===== src/sv/mandelbrot_escape_time_unit_defines.svh =====
// assertion macros for the mandelbrot escape-time unit
// no dependencies; included by the top level only
`ifndef MANDELBROT_ESCAPE_TIME_UNIT_DEFINES_SVH
`define MANDELBROT_ESCAPE_TIME_UNIT_DEFINES_SVH
`ifndef SYNTHESIS
`define MET_ASSERT(lbl, clk, rstn, prop) \
  lbl: assert property (@(posedge clk) disable iff (!rstn) prop) \
    else $error("met assertion failed");
`define MET_ASSERT_ALWAYS(lbl, clk, prop) \
  lbl: assert property (@(posedge clk) prop) \
    else $error("met assertion failed");
`else
`define MET_ASSERT(lbl, clk, rstn, prop)
`define MET_ASSERT_ALWAYS(lbl, clk, prop)
`endif
`endif


===== src/sv/met_pkg.sv =====
// shared types and constants of the mandelbrot escape-time unit
// no dependencies
package met_pkg;

  localparam int unsigned COORD_W    = 32;
  localparam int unsigned CNT_W      = 16;
  localparam int unsigned HUE_W      = 9;
  localparam int unsigned HUE_SCALE  = 360;
  localparam int unsigned DIVIDEND_W = 25;
  localparam int unsigned DIV_STEPS  = HUE_W;
  localparam int unsigned STEP_W     = $clog2(DIV_STEPS);
  localparam int unsigned ADDR_W     = 5;
  localparam int unsigned DATA_W     = 32;

  localparam logic signed [COORD_W-1:0] X_ORIGIN_RST = 32'shE000_0000;
  localparam logic signed [COORD_W-1:0] X_STEP_RST   = 32'sh000C_0000;
  localparam logic signed [COORD_W-1:0] Y_ORIGIN_RST = 32'shF000_0000;
  localparam logic signed [COORD_W-1:0] Y_STEP_RST   = 32'sh0008_0000;
  localparam logic [CNT_W-1:0]          MAX_ITER_RST = 16'd256;

  typedef enum logic [2:0] {
    REG_X_ORIGIN = 3'd0,
    REG_X_STEP   = 3'd1,
    REG_Y_ORIGIN = 3'd2,
    REG_Y_STEP   = 3'd3,
    REG_MAX_ITER = 3'd4
  } reg_idx_e;

  typedef struct packed {
    logic signed [COORD_W-1:0] x_origin;
    logic signed [COORD_W-1:0] x_step;
    logic signed [COORD_W-1:0] y_origin;
    logic signed [COORD_W-1:0] y_step;
    logic [CNT_W-1:0]          max_iter;
  } cfg_t;

  typedef enum logic [1:0] {
    ST_IDLE,
    ST_MAP,
    ST_ITER,
    ST_DIV
  } state_e;

  typedef struct packed {
    logic load_in;
    logic map_sum;
    logic iter_step;
    logic div_start;
    logic out_load;
  } cmd_t;

  typedef struct packed {
    logic iter_done;
    logic div_busy;
  } status_t;

endpackage


===== src/sv/met_ctrl.sv =====
// sequencer for one pixel at a time plus the output valid flag
// depends on met_pkg
module met_ctrl (
  input  logic              clk_i,
  input  logic              rst_ni,
  input  logic              in_valid_i,
  input  logic              out_ready_i,
  input  met_pkg::status_t  status_i,
  output logic              in_ready_o,
  output logic              out_valid_o,
  output met_pkg::cmd_t     cmd_o
);

  met_pkg::state_e state_q, state_d;
  logic            out_valid_q, out_valid_d;
  logic            out_free;

  assign out_free = !out_valid_q || out_ready_i;

  always_comb begin
    state_d = state_q;
    unique case (state_q)
      met_pkg::ST_IDLE: begin
        if (in_valid_i) state_d = met_pkg::ST_MAP;
      end
      met_pkg::ST_MAP: begin
        state_d = met_pkg::ST_ITER;
      end
      met_pkg::ST_ITER: begin
        if (status_i.iter_done) state_d = met_pkg::ST_DIV;
      end
      met_pkg::ST_DIV: begin
        if (!status_i.div_busy && out_free) state_d = met_pkg::ST_IDLE;
      end
      default: begin
        state_d = met_pkg::ST_IDLE;
      end
    endcase
  end

  always_comb begin
    cmd_o      = '0;
    in_ready_o = 1'b0;
    unique case (state_q)
      met_pkg::ST_IDLE: begin
        in_ready_o    = 1'b1;
        cmd_o.load_in = in_valid_i;
      end
      met_pkg::ST_MAP: begin
        cmd_o.map_sum = 1'b1;
      end
      met_pkg::ST_ITER: begin
        cmd_o.iter_step = !status_i.iter_done;
        cmd_o.div_start = status_i.iter_done;
      end
      met_pkg::ST_DIV: begin
        // result register may be refilled in the cycle it is taken
        cmd_o.out_load = !status_i.div_busy && out_free;
      end
      default: begin
        cmd_o = '0;
      end
    endcase
  end

  assign out_valid_d = cmd_o.out_load || (out_valid_q && !out_ready_i);

  always_ff @(posedge clk_i or negedge rst_ni) begin
    if (!rst_ni) begin
      state_q     <= met_pkg::ST_IDLE;
      out_valid_q <= 1'b0;
    end else begin
      state_q     <= state_d;
      out_valid_q <= out_valid_d;
    end
  end

  assign out_valid_o = out_valid_q;

endmodule


===== config.mk =====
export PLATFORM = sky130hd
export DESIGN_NAME = met_ctrl
export DESIGN_NICKNAME = d
export VERILOG_FILES = /design/src/sv/mandelbrot_escape_time_unit_defines.svh /design/src/sv/met_pkg.sv /design/src/sv/met_ctrl.sv
export SDC_FILE = /design/constraint.sdc
export NUM_CORES = 1
export LEC_CHECK = 0
export BUFFER_PORTS_ARGS = -buffer_cell sky130_fd_sc_hd__buf_2
export CORE_AREA = 2 2 39 41
export CTS_BUF_LIST = sky130_fd_sc_hd__clkbuf_4
export DETAILED_ROUTE_END_ITERATION = 8
export DIE_AREA = 0 0 41 43
export PLACE_DENSITY = 0.38
export SLEW_MARGIN = 10
export SYNTH_ARGS = -nofsm -noshare
export SYNTH_HDL_FRONTEND = slang
export SYNTH_SLANG_ARGS = --single-unit

===== constraint.sdc =====
create_clock -name clk_i -period 2.6 [get_ports clk_i]
set_clock_uncertainty 0.05 [all_clocks]
set_input_delay 0.13 -clock clk_i [delete_from_list [all_inputs] [get_ports clk_i]]
set_output_delay 0.13 -clock clk_i [all_outputs]
set_load 0.005 [all_outputs]

==> results by group <==
STA
  – Setup tns final: 0 ns
  – Final Max Slew Viols: 0
  – Minimum clock period: 1.514 ns
  – Part of the cycle the worst path needs: 0.5822
  – Fin. Hold Viols: 0
  – Final setup vio count: 0
  – Setup ws final: around 1.1 ns
  – Pin slew with the least headroom to its limit: ~0.22 ns
  – Slew headroom: 0.8501
  – Unrepaired setup endpoints after global routing: false
  – Max Clk Rate: about 660 MHz

Drt
  – Routed via count: approximately 210
  – DR vias/cell: 3.696
  – ANT nets after route: 0
  – First-pass DRT Iterations: 1
  – First DRT Iteration DRCs: 0
  – DR WL/cell: between 8 and 9 um
  – Post-route DRC: 0
  – Post-Route WL: 495 um

Cells and area
  – Layout area overhead: 45.50%
  – Most frequent cells in the layout: 12 x buf_2, 5 x ha_1, 4 x clkbuf_4, 3 x inv_1, 3 x dfrtp_1
  – Net count, final: 52
  – Commonest non-fill, non-tap cell in the layout: buf_2
  – Layout cells sized above 1: 0.5750
  – Diodes inserted: 0

Min path
  – Worst Hold Class: in -> async

Pwr
  – Max rail drop VDD: 0.2610 mV
  – Pwr Density: 1078 nW/um2
  – Leak: 0.2132 nW

Setup path
  – CP Data Required Time: 2.65 ns
  – Worst Path Class, Setup: reg -> reg
  – Critical Path AT: 1.57 ns
  – CP Launch Type: flop
  – CP endpoint kind: flop
  – Crit path max fanout: 4

Die
  – I/O pin cnt: 13
  – Core Rows: 14
  – CORE AREA: about 1400 um2
  – Starting Density: 0.1908
  – Die area: 1763 um2
  – Die Y: around 43 um
  – Die Wd: 41 um

Logic synthesis
  – Post-synthesis net count: 34
  – Post-synthesis register bit count: 3
  – Mean Syn Cell Area: 11.48 um2
  – Seq/Total Area, Yosys: 0.2844
  – Mapped Area: 264.0 um2
  – Synth warnings: 0
  – Post-synth cell types: 14
  – Syn Inst Count: 23

Clocking
  – CTS Buf Count: 3
  – Clock transition at the registers of the reported paths: 0.04 ns
  – Clk root buf: clkbuf_4
  – CTS H-tree lvls: 1
  – Setup bufs post-CTS: 0
  – CTS tree: built
  – Number of clock sinks: 3
  – Clk buf depth: 2
  – Worst skew pair latency: around 0.22 ns

Global routing
  – Initial antenna violation count: 0
  – Largest net degree at the start of global routing: 5
  – Overflow after GRT: 0
  – GRT Total Usage: 0.07523
  – Global-route wire length before repair: 924 um
  – Vias in the first global route: ~240

Place
  – Setup WS pre-CTS: 1.078 ns
  – IO buf count: 12
  – RePlAce Congestion: 0.6514
  – Hpwl dp: 435.1 um

Status
  – Status: finished clean

Flow run
  – # Max-Cap Violations: 0
## cell families after synthesis
| logic type | Yosys count | share of synthesized area |
|---|---|---|
| muxes | 2 | 0.09477 |
| AOI/OAI and AO/OA | 2 | 0.09481 |
| and+or+nand+nor | 8 | 0.2465 |
| buffers and inverters | 3 | 0.04265 |
| adders and majority gates | 5 | 0.2370 |
| DFF | 3 | 0.2844 |
## cell type report
type                    count  area (um2)
well taps                  16       20.02
fillers                   146       999.7
inverters                   3       11.26
flip-flops and latches      3       75.07
multi-input cells          17       177.7
repair buffers             13       70.07
clock buffers               4       30.03
## where the power goes
part           switching (mW)  internal [mW]  total [mW]
Clock                  0.0195         0.0676      0.0871
Sequential             0.0222         0.0718      0.0941
Combinational           0.102          0.131       0.233
Total                   0.144          0.270       0.414
## critical path, stage by stage, from the launching register on
cell	delay (ns)
dfrtp_1	0.39
inv_1	0.10
ha_1	0.24
nor2b_4	0.14
a21oi_2	0.10
nand2_2	0.08
mux2_4	0.29
## registers in the layout (all words and copies together) (netlist names)
register     flops
out_valid_o      1
state_q          2
## repair_timing
item | 4_1_cts | 5_1_grt
hold buffers | 1 | 0
endpoints found under the setup margin | 0 | 0
hold endpoints to repair | 3 | 0
resized for setup | 0 | 0
## synthesized netlist by cell type
| cell type | n | area, um2 |
|---|---|---|
| a21oi_2 | 1 | 8.760 |
| and2_1 | 1 | 6.260 |
| and2_2 | 1 | 7.510 |
| dfrtp_1 | 3 | 75.07 |
| ha_1 | 5 | 62.56 |
| inv_1 | 3 | 11.26 |
| mux2_4 | 1 | 15.01 |
| mux2i_1 | 1 | 10.01 |
| nand2_2 | 1 | 6.260 |
| nor2_1 | 1 | 3.750 |
| nor2b_4 | 2 | 27.53 |
| nor3b_1 | 1 | 7.510 |
| o21ai_4 | 1 | 16.27 |
| or2_1 | 1 | 6.260 |
## worst paths after layout
kind	start	cells past startpoint	slack, ns	endpoint
setup / recovery	state_q[0]$_DFFE_PN0P_	6	1.09	state_q[1]$_DFFE_PN0P_
hold / removal	rst_ni	2	0.19	out_valid_o$_DFF_PN0_
setup reg to reg	state_q[0]$_DFFE_PN0P_	6	1.09	state_q[1]$_DFFE_PN0P_
hold reg to reg	state_q[1]$_DFFE_PN0P_	1	0.54	state_q[1]$_DFFE_PN0P_
max in group asynchronous	rst_ni	2	2.21	state_q[1]$_DFFE_PN0P_
min in group clk_i	status_i[0]	4	0.23	state_q[0]$_DFFE_PN0P_
## metal layers
layer	track usage	wire length (um)	vias up
li1	-	-	106
met1	0.07692	192	95
met2	0.1313	272	6
met3	0.03141	31	0
met4	0.02000	0	0
met5	0	0	-
## metrics by stage
step / utilization / total power [mW] / instance area [um2] / hold WS (ns) / std cells
6_report: 0.2776 / 0.4141 / 384.1 / 0.1868 / 56
2_1_floorplan: - / 0.2605 / 264.0 / -0.2156 / 23
3_5_place_dp: 0.2486 / 0.3313 / 344.1 / -0.1227 / 51
4_1_cts: 0.2776 / 0.4244 / 384.1 / 0.1797 / 56
5_1_grt: 0.2776 / 0.4667 / 384.1 / 0.1783 / 56
3_3_place_gp: 0.2486 / 0.3298 / 344.1 / -0.1260 / 51
Note: power is estimated with default switching activity, not from simulation.
